--- src/hw/rtl/patrig_pkg.sv ---
package patrig_pkg;

  // Field and state widths
  localparam int CLOSE_W   = 7;
  localparam int DELAY_W   = 13;
  localparam int PULSE_W   = 5;
  localparam int CFG_DW    = 32;
  localparam int CFG_AW    = 3;

  // Close time scale: percent
  localparam int PctFull   = 100;

  // Parameter defaults
  localparam int FULL_DELAY_TICKS_DEF = 7500;
  localparam int PULSE_TICKS_DEF      = 20;

  // Register word indexes
  localparam logic REG_CLOSE_TIME = 1'b0;

  typedef struct packed {
    logic pulse_active;
    logic armed;
  } core_sts_t;

endpackage

--- src/hw/rtl/patrig_core.sv ---
module patrig_core #(
  parameter int FULL_DELAY_TICKS = patrig_pkg::FULL_DELAY_TICKS_DEF,
  parameter int PULSE_TICKS      = patrig_pkg::PULSE_TICKS_DEF
) (
  input  logic                             clk,
  input  logic                             rst_n,
  input  logic                             step_en,
  input  logic                             level,
  input  logic [patrig_pkg::CLOSE_W-1:0]   close_time,
  output logic                             drive,
  output patrig_pkg::core_sts_t            sts
);

  localparam int CloseDepth = 1 << patrig_pkg::CLOSE_W;
  localparam logic [patrig_pkg::PULSE_W-1:0] PulseLoad = patrig_pkg::PULSE_W'(PULSE_TICKS);
  localparam logic [patrig_pkg::CLOSE_W-1:0] CloseNever = patrig_pkg::CLOSE_W'(patrig_pkg::PctFull);

  logic [patrig_pkg::DELAY_W-1:0] delay_tab [CloseDepth];

  // Delay per close time, settled at elaboration
  for (genvar i = 0; i < CloseDepth; i++) begin : g_tab
    localparam logic [patrig_pkg::DELAY_W-1:0] Dly =
      patrig_pkg::DELAY_W'((i * FULL_DELAY_TICKS) / patrig_pkg::PctFull);
    assign delay_tab[i] = Dly;
  end

  logic                           last_level_r,  last_level_nxt;
  logic [patrig_pkg::DELAY_W-1:0] delay_left_r,  delay_left_nxt;
  logic                           delay_armed_r, delay_armed_nxt;
  logic [patrig_pkg::PULSE_W-1:0] pulse_left_r,  pulse_left_nxt;
  logic                           drive_level_r, drive_level_nxt;

  logic                           armed_now;
  logic [patrig_pkg::DELAY_W-1:0] dec;
  logic [patrig_pkg::PULSE_W-1:0] pulse_mid;

  always_comb begin
    last_level_nxt  = last_level_r;
    delay_left_nxt  = delay_left_r;
    delay_armed_nxt = delay_armed_r;
    drive_level_nxt = drive_level_r;
    pulse_mid       = pulse_left_r;
    armed_now       = 1'b0;
    dec             = delay_left_r - patrig_pkg::DELAY_W'(delay_left_r != '0);

    if (pulse_left_r == '0) begin
      if (level != last_level_r) begin
        last_level_nxt = level;
        if (level) begin
          if (close_time == '0) begin
            drive_level_nxt = 1'b0;
          end else if (close_time < CloseNever) begin
            delay_left_nxt  = delay_tab[close_time];
            delay_armed_nxt = 1'b1;
            armed_now       = 1'b1;
          end
        end else begin
          drive_level_nxt = 1'b1;
        end
      end

      // countdown; a delay armed this tick waits until the next
      if (delay_armed_r && !armed_now) begin
        if (dec == '0) begin
          delay_armed_nxt = 1'b0;
          delay_left_nxt  = '0;
          drive_level_nxt = 1'b1;
          pulse_mid       = PulseLoad;
        end else begin
          delay_left_nxt = dec;
        end
      end
    end

    if (pulse_mid != '0) begin
      drive          = 1'b0;
      pulse_left_nxt = pulse_mid - 1'b1;
    end else begin
      drive          = drive_level_nxt;
      pulse_left_nxt = pulse_mid;
    end
  end

  always_ff @(posedge clk) begin
    if (!rst_n) begin
      last_level_r  <= 1'b1;
      delay_left_r  <= '0;
      delay_armed_r <= 1'b0;
      pulse_left_r  <= '0;
      drive_level_r <= 1'b1;
    end else if (step_en) begin
      last_level_r  <= last_level_nxt;
      delay_left_r  <= delay_left_nxt;
      delay_armed_r <= delay_armed_nxt;
      pulse_left_r  <= pulse_left_nxt;
      drive_level_r <= drive_level_nxt;
    end
  end

  assign sts.pulse_active = (pulse_left_r != '0);
  assign sts.armed        = delay_armed_r;

endmodule

--- src/hw/rtl/phase_angle_scr_trigger.sv ---
// An accepted input transaction is registered in stage 1, then its result in the output register, shown on out_valid.
// Throughput: one transaction per cycle while out_stall is low; a sample can be taken while a result waits.
// The rate is set by the state update between the stage-1 and result registers.
// Reset (rst_n low, synchronous): pipeline empty, close_time 0, core drive level released,
// no delay armed, no pulse, last detector level taken as high.
module phase_angle_scr_trigger #(
  parameter int FULL_DELAY_TICKS = patrig_pkg::FULL_DELAY_TICKS_DEF,
  parameter int PULSE_TICKS      = patrig_pkg::PULSE_TICKS_DEF
) (
  input  logic                            clk,
  input  logic                            rst_n,
  input  logic                            in_valid,
  output logic                            in_stall,
  input  logic                            in_zero_level,
  output logic                            out_valid,
  input  logic                            out_stall,
  output logic                            out_scr_drive,
  input  logic                            psel,
  input  logic                            penable,
  input  logic                            pwrite,
  input  logic [patrig_pkg::CFG_AW-1:0]   paddr,
  input  logic [patrig_pkg::CFG_DW-1:0]   pwdata,
  output logic [patrig_pkg::CFG_DW-1:0]   prdata,
  output logic                            pready
);

  logic [patrig_pkg::CLOSE_W-1:0] close_time_r;
  logic                           s1_valid_r;
  logic                           s1_level_r;
  logic                           out_valid_r;
  logic                           out_drive_r;
  logic                           out_free;
  logic                           in_fire;
  logic                           s1_fire;
  logic                           core_drive;
  logic                           cfg_wr;
  logic                           cfg_hit;
  patrig_pkg::core_sts_t          core_sts;

  assign pready  = 1'b1;
  assign cfg_hit = (paddr[2] == patrig_pkg::REG_CLOSE_TIME);
  assign cfg_wr  = psel && penable && pwrite && cfg_hit;
  assign prdata  = cfg_hit ? patrig_pkg::CFG_DW'(close_time_r) : '0;

  always_ff @(posedge clk) begin
    if (!rst_n) begin
      close_time_r <= '0;
    end else if (cfg_wr) begin
      close_time_r <= pwdata[patrig_pkg::CLOSE_W-1:0];
    end
  end

  assign out_free = !out_valid_r || !out_stall;
  assign s1_fire  = s1_valid_r && out_free;
  assign in_stall = s1_valid_r && !out_free;
  assign in_fire  = in_valid && !in_stall;

  always_ff @(posedge clk) begin
    if (!rst_n) begin
      s1_valid_r <= 1'b0;
    end else if (in_fire) begin
      s1_valid_r <= 1'b1;
    end else if (s1_fire) begin
      s1_valid_r <= 1'b0;
    end
  end

  always_ff @(posedge clk) begin
    if (in_fire) begin
      s1_level_r <= in_zero_level;
    end
  end

  patrig_core #(
    .FULL_DELAY_TICKS (FULL_DELAY_TICKS),
    .PULSE_TICKS      (PULSE_TICKS)
  ) u_core (
    .clk        (clk),
    .rst_n      (rst_n),
    .step_en    (s1_fire),
    .level      (s1_level_r),
    .close_time (close_time_r),
    .drive      (core_drive),
    .sts        (core_sts)
  );

  always_ff @(posedge clk) begin
    if (!rst_n) begin
      out_valid_r <= 1'b0;
    end else if (out_free) begin
      out_valid_r <= s1_valid_r;
    end
  end

  always_ff @(posedge clk) begin
    if (s1_fire) begin
      out_drive_r <= core_drive;
    end
  end

  assign out_valid     = out_valid_r;
  assign out_scr_drive = out_drive_r;

`ifndef SYNTHESIS
  a_pulse_drives_low: assert property (@(posedge clk) disable iff (!rst_n)
    s1_fire && core_sts.pulse_active |=> !out_scr_drive)
    else $error("drive released during pulse");

  a_armed_not_in_pulse: assert property (@(posedge clk) disable iff (!rst_n)
    !(core_sts.armed && core_sts.pulse_active))
    else $error("delay armed while pulse runs");

  a_stall_needs_item: assert property (@(posedge clk) disable iff (!rst_n)
    in_stall |-> s1_valid_r && out_valid_r)
    else $error("input stalled with free pipeline");

  a_step_gives_result: assert property (@(posedge clk) disable iff (!rst_n)
    s1_fire |=> out_valid)
    else $error("processed transaction gave no result");
`endif

endmodule
--- config.mk ---
export PLATFORM = sky130hd
export DESIGN_NAME = phase_angle_scr_trigger
export DESIGN_NICKNAME = d
export VERILOG_FILES = /design/src/hw/rtl/patrig_pkg.sv /design/src/hw/rtl/patrig_core.sv /design/src/hw/rtl/phase_angle_scr_trigger.sv
export SDC_FILE = /design/constraint.sdc
export NUM_CORES = 1
export LEC_CHECK = 0
export CAP_MARGIN = 10
export CORE_MARGIN = 1
export CORE_UTILIZATION = 30
export DETAILED_ROUTE_END_ITERATION = 8
export DONT_BUFFER_PORTS = 1
export HOLD_SLACK_MARGIN = 0.06
export PLACE_DENSITY = 0.45
export SETUP_SLACK_MARGIN = 0.2
export SLEW_MARGIN = 20
export SYNTH_ARGS = -nofsm -noshare
export SYNTH_HDL_FRONTEND = slang
export SYNTH_SLANG_ARGS = --single-unit
--- constraint.sdc ---
create_clock -name clk -period 3.45 [get_ports clk]
set_clock_uncertainty 0.2 [all_clocks]
set_input_delay 0.69 -clock clk [delete_from_list [all_inputs] [get_ports clk]]
set_output_delay 0.69 -clock clk [all_outputs]
set_load 0.01 [all_outputs]
==> impl_metrics.yaml, run 1 <==
cells_and_area:
  final_cells: 582
  diodes: 0
  fillCellCount: 1182
  drive_above_1_share_pct: 11.8
  area_growth_pct: 8.20
  nNetsFinal: 502
placed_design:
  routabilityCongestion: 0.808
  placedCellCount: 574
  dp_hpwl_um: 6550
  portBuffers: 0
global_routing:
  grt_first_pass_wirelength_um: 15000
  grt_max_degree: 38
  grt_use_total_pct: 16.3
  grt_overflow: 0
  antenna_found_initial: 0
  grt_pass1_vias: 2966
critical_path:
  critPathCaptureType: "register"
  startpoint_type: "register"
  cp_slowest_cell: "or4_4"
  path_delay_family: "simple AND/OR/NAND/NOR gates"
  crit_chain: "nor4_4 > nand3_2 > nand3b_1 > ha_4 > nor3b_4 > nand4_1 > or4_4 > or3_4 > a21oi_4 > mux2i_1"
  slowest_delay_ns: 0.52
  worst-path-buf-inv: 0
  cp_max_fo: 2
  arrival_ns: 3.11
  crit_type: "reg -> reg"
  crit_required_ns: 3.47
sta:
  finalHoldViolCount: 0
  fin_tns_setup_ns: 0
  slew-limit-headroom_pct: 54.2
  period_share_pct: 89.6
  fmax_mhz: 324
  drv_slew: 0
  finalCriticalPeriod_ns: 3.09
  final-setup-viol-count: 0
  worstMarginPinSlew_ns: 0.686
  rsz0062_at_grt: "false"
pwr:
  pwr-share-seq_pct: 44.7
  clkPwrFrac_pct: 41.7
  vdd_ir_drop_max_v: 0.000158
  swShare_pct: 26.0
  p_leak_nw: 1.42
  p_comb_share_pct: 13.6
  intPower_w: 0.000639
  p_switching_w: 0.000225
  p_per_area_nw_per_um2: 237
clocking:
  cts.sinks: 32
  htree_num_levels: 2
  postCtsHoldBufs: 0
  clk_pin_slew_ns: 0.07
  cts_root_buf: "clkbuf_8"
  clockBufferDepth: 2
  cts_setup_buffers: 0
  tritoncts: "yes"
  cts_buffers: 5
  worst_skew_pair.late_latency_ns: 0.29
floorplan:
  io-pin-count: 79
  start_util_pct: 31.0
  fp.dieW_um: 108
  core_area_sq_um: 10900
  rows: 38
  design.die.area_sq_um: 11700
  dieHeight_um: 108
logic_synthesis:
  ys_seq_area_share_pct: 19.6
  netlist_instances: 446
  synth_commonest_cells: "39 x nand2_1, 34 x nor2_1, 31 x o21ai_0"
  synth_area_leader_cell: "dfxtp_1"
  synth-edff-count: 2
  synth_most_common_cell: "nand2_1"
  synth_top_cell_area_share_pct: 17.8
  synth_ff_type: "dfxtp_1"
  syn_area_sq_um: 3370
  synth.avg_cell_area_sq_um: 7.56
  ys_async_sr_fraction_pct: 0
  ys_types: 71
  synth_area_leaders: "dfxtp_1 18%, ha_1 6.7%, buf_4 5.8%, mux2i_1 5.0%, o21ai_0 4.6%"
  yosysWarnings: 0
  synth-seq-cells: 32
run:
  maxCapViolCount: 0
route:
  vias: 3138
  first_pass_iters: 4
  avgViaCountPerCell: 5.39
  drc: 0
  postRouteAntennaNets: 0
  wl_per_cell_um: 15.8
  finalWirelength_um: 9190
  drt_iter0_drc: 149
outcome:
  outcome: "finished clean"
hold_path:
  hp-class: "reg -> reg"
## final timing paths
kind | startpoint | endpoint | slack, ns | cells past startpoint
setup reg to reg | u_core.delay_left_r[4] | u_core.pulse_left_r[0] | 0.36 | 10
setup / recovery | u_core.delay_left_r[4] | u_core.pulse_left_r[0] | 0.36 | 10
hold reg to reg | u_core.delay_left_r[0] | u_core.delay_left_r[0] | 0.26 | 2
hold / removal | u_core.delay_left_r[0] | u_core.delay_left_r[0] | 0.26 | 2
## power by group through the flow
| stage | Combinational (W) | Clock [W] | Sequential (W) |
|---|---|---|---|
| final | 0.000118 | 0.000360 | 0.000386 |
| after global placement | 0.000116 | 0 | 0.000395 |
| after global routing | 0.000131 | 0.000389 | 0.000387 |
| after floorplan | 0.000121 | 0 | 0.000391 |
| after CTS | 0.000116 | 0.000374 | 0.000386 |
| after detailed placement | 0.000116 | 0 | 0.000395 |
## area by class of cell
| type | instances | area (sq um) | area share [%] |
|---|---|---|---|
| Clock buffer | 6 | 72.6 | 1.99 |
| Clock inverter | 2 | 35.0 | 0.961 |
| Inverter | 16 | 60.1 | 1.65 |
| Multi-Input combinational cell | 362 | 2450 | 67.1 |
| Sequential cell | 32 | 664 | 18.2 |
| Tap cell | 140 | 175 | 4.80 |
| Timing Repair Buffer | 24 | 193 | 5.28 |
## cell usage in the layout, fill, tap and decap left out, types with 7 or more instances in the layout
cell / synthesis / layout
nor2_1: 34 / 34
nor2b_1: 18 / 18
a21oi_1: 22 / 22
o211ai_1: 9 / 9
a21boi_0: 8 / 8
dfxtp_1: 30 / 27
o21ai_0: 31 / 31
nand2_1: 39 / 39
ha_1: 18 / 17
buf_4: 26 / 23
inv_1: 13 / 13
nand2b_1: 15 / 15
conb_1: 2 / 26
a211oi_1: 7 / 7
mux2i_1: 17 / 17
nor3_1: 12 / 10
## metal layers
| layer | part of all wire (%) | GRT usage [%] | vias to the layer above |
|---|---|---|---|
| li1 | - | - | 1563 |
| met1 | 50 | 22.3 | 1496 |
| met2 | 45 | 26.6 | 73 |
| met3 | 4.2 | 2.65 | 6 |
| met4 | 0.86 | 3.62 | 0 |
| met5 | 0 | 0 | - |
## repair_timing
| item | CTS | global route |
|---|---|---|
| gates resized for setup | 2 | 10 |
| pin swaps | 0 | 5 |
| endpoints found under the setup margin | 2 | 4 |
## kinds of logic after synthesis
kind of cell | Yosys count | synth area share (%)
buf+inv | 76 | 12.0
mux | 20 | 6.72
simple gates | 153 | 24.2
other cells | 2 | 0.223
xor+xnor | 9 | 2.34
fa+ha+maj | 18 | 6.68
compound gates | 136 | 28.3
flops | 32 | 19.6
## through the flow
step                      worst slack, ns  util, %  power [W]  area (sq um)  hold slack, ns
after global placement              0.186     32.0   0.000510          3480           0.251
after detailed placement            0.162     32.0   0.000511          3480           0.260
after global routing                0.201     33.5   0.000908          3650           0.267
after floorplan                     0.276        -   0.000511          3460           0.230
final                               0.359     33.5   0.000864          3650           0.265
after CTS                           0.243     33.1   0.000876          3600           0.260
## state kept, by name, summed over array words and instances, names as in the netlist
signal,cells
close_time_r,7
out_scr_drive,1
out_valid,1
s1_level_r,1
s1_valid_r,1
u_core.delay_armed_r,1
u_core.delay_left_r,13
u_core.drive_level_r,1
u_core.last_level_r,1
u_core.pulse_left_r,5
## worst min-delay path, delay by kind of cell (launching register included)
family | cells | cell delay [ns]
flip-flops | 1 | 0.31
AO/OA/AOI/OAI | 1 | 0.06
AND/OR/NAND/NOR | 1 | 0.05
No activity file was read; power rests on OpenSTA's default activity.
==> run 2, diff against run 1 <==
==> constraint.sdc (replaced) <==
create_clock -name clk -period 3.45 [get_ports clk]
set_clock_uncertainty 0.2 [all_clocks]
set_input_delay 0.69 -clock clk [delete_from_list [all_inputs] [get_ports clk]]
set_output_delay 0.69 -clock clk [all_outputs]
set_load 0.05 [all_outputs]
==> run 2 against run 1 <==
  * Critical path depth unchanged
  * Die area unchanged
  * First-iteration DRC count increased by 8.7%
  * Power increased by 6.3%
  * Global-route usage increased by 0.26 points
  * Critical path type unchanged
==> impl_metrics.yaml, run 2 (synthesis gave the netlist of run 1 again) <==
outcome:
  outcome: "finished clean"
clocking:
  htree_num_levels: 2
  tritoncts: "yes"
  cts.sinks: 32
  cts_buffers: 5
  cts_root_buf: "clkbuf_8"
  clk_pin_slew_ns: 0.07
  postCtsHoldBufs: 0
  worst_skew_pair.late_latency_ns: 0.28
  clockBufferDepth: 2
  cts_setup_buffers: 0
hold_path:
  hold_start: "u_core.delay_left_r[0]"
  hp-class: "reg -> reg"
  min_to: "u_core.delay_left_r[0]"
  min_path_cells: 2
sta:
  slew-limit-headroom_pct: 61.5
  finalHoldViolCount: 0
  fin_tns_setup_ns: 0
  worstMarginPinSlew_ns: 0.577
  period_share_pct: 89.1
  finalCriticalPeriod_ns: 3.07
  final-setup-viol-count: 0
  drv_slew: 0
  fmax_mhz: 325
  rsz0062_at_grt: "true"
cells_and_area:
  top_regs: "u_core.delay_left_r: 13 flops, close_time_r: 7 flops, u_core.pulse_left_r: 5 flops"
  drive_above_1_share_pct: 13.1
  area_growth_pct: 9.32
  final_core_util_pct: 33.8
  final_common_cell: "nand2_1"
  diodes: 0
  largest_register_ffs: 13
  final_cell_mix: "39 x nand2_1, 34 x nor2_1, 33 x buf_4"
  regMostFlops: "u_core.delay_left_r"
  fillCellCount: 1165
  nNetsFinal: 511
route:
  avgViaCountPerCell: 5.43
  drt_iter0_drc: 162
  postRouteAntennaNets: 0
  vias: 3207
  finalWirelength_um: 9230
  wl_per_cell_um: 15.6
  drc: 0
  first_pass_iters: 4
critical_path:
  regToRegSetupSlack_ns: 0.38
  crit_required_ns: 3.47
  critPathCaptureType: "register"
  rr_worst_depth: 10
  r2r-start: "u_core.delay_left_r[7]"
  crit_type: "reg -> reg"
  cp_max_fo: 5
  r2r-end: "u_core.pulse_left_r[0]"
  startpoint_type: "register"
  arrival_ns: 3.09
run:
  maxCapViolCount: 0
pwr:
  finalPower_w: 0.000918
  p_per_area_nw_per_um2: 249
  intPower_w: 0.000640
  pwr-share-seq_pct: 41.8
  swShare_pct: 30.3
  vdd_ir_drop_max_v: 0.000169
  clkPwrFrac_pct: 38.9
  p_comb_share_pct: 19.2
  p_switching_w: 0.000278
  p_leak_nw: 1.46
floorplan:
  core_area_sq_um: 10900
  design.die.area_sq_um: 11700
  rows: 38
  dieHeight_um: 108
  start_util_pct: 31.0
  io-pin-count: 79
  fp.dieW_um: 108
global_routing:
  grt_overflow: 0
  grt_first_pass_wirelength_um: 15200
  grt_max_degree: 38
  antenna_found_initial: 0
  grt_use_total_pct: 16.5
  grt_pass1_vias: 2964
placed_design:
  dp_hpwl_um: 6590
  routabilityCongestion: 0.800
  portBuffers: 0
==> run 2: changes by cell type in the layout (fill, tap and decap cells not counted) <==
cell | before | now
buf_12 | 1 | 0
nand3_2 | 1 | 0
ha_4 | 1 | 0
buf_4 | 23 | 33
nand3_1 | 6 | 7
ha_1 | 17 | 18
==> run 2: worst max-delay path, cell delays in order, from the launching register on <==
cell and delay [ns]:
dfxtp_2 0.35, nor4_4 0.30, nand3_1 0.13, nand3b_1 0.20, ha_1 0.27, nor4b_4 0.17, xor2_1 0.16, or4_4 0.51
or3_4 0.36, a21oi_4 0.16, mux2i_1 0.19
==> run 2: worst max path at each step <==
stage                                 from                endpoint  slack, ns  cells after the start
floorplan           u_core.delay_left_r[4]  u_core.pulse_left_r[0]       0.28                     10
global placement    u_core.delay_left_r[8]  u_core.pulse_left_r[0]       0.20                     10
detailed placement  u_core.delay_left_r[8]  u_core.pulse_left_r[0]       0.15                     10
CTS                 u_core.delay_left_r[6]  u_core.pulse_left_r[0]       0.22                     10
global route        u_core.delay_left_r[7]  u_core.pulse_left_r[0]       0.19                     10
finish              u_core.delay_left_r[7]  u_core.pulse_left_r[0]       0.38                     10
==> run 2: layout make-up <==
class / count / area (sq um) / share of cell area, %
Tap cell: 140 / 175 / 4.75
Inverter: 16 / 60.1 / 1.63
Timing Repair Buffer: 33 / 248 / 6.72
Clock inverter: 2 / 35.0 / 0.951
Clock buffer: 6 / 72.6 / 1.97
Sequential cell: 32 / 664 / 18.0
Multi-Input combinational cell: 362 / 2430 / 65.9
==> run 2: stage by stage <==
stage | cell area, sq um | setup WS, ns | instances | hold slack, ns
floorplan | 3460 | 0.276 | 470 | 0.230
global placement | 3540 | 0.196 | 583 | 0.254
detailed placement | 3540 | 0.152 | 583 | 0.255
CTS | 3660 | 0.218 | 591 | 0.260
global route | 3680 | 0.192 | 591 | 0.272
finish | 3680 | 0.376 | 591 | 0.259
==> run 2: timing repair <==
| action | CTS | global route |
|---|---|---|
| gates resized for setup | 2 | 7 |
| pin swaps | 0 | 7 |
| endpoints found under the setup margin | 2 | 4 |
==> run 2: routing by layer <==
metal / global-route usage, % / vias to the layer above / wire length, um
met1: 22.5 / 1523 / 4380
met3: 2.65 / 11 / 429
li1: - / 1582 / -
met2: 26.9 / 91 / 4250
met5: 0 / - / 0
met4: 4.70 / 0 / 163
==> run 2: power groups by stage <==
stage / registers (W) / logic [W] / clock network [W]
after detailed placement: 0.000393 / 0.000175 / 0
final: 0.000384 / 0.000177 / 0.000357
after floorplan: 0.000394 / 0.000174 / 0
after global placement: 0.000393 / 0.000175 / 0
after global routing: 0.000385 / 0.000191 / 0.000385
after CTS: 0.000384 / 0.000176 / 0.000371
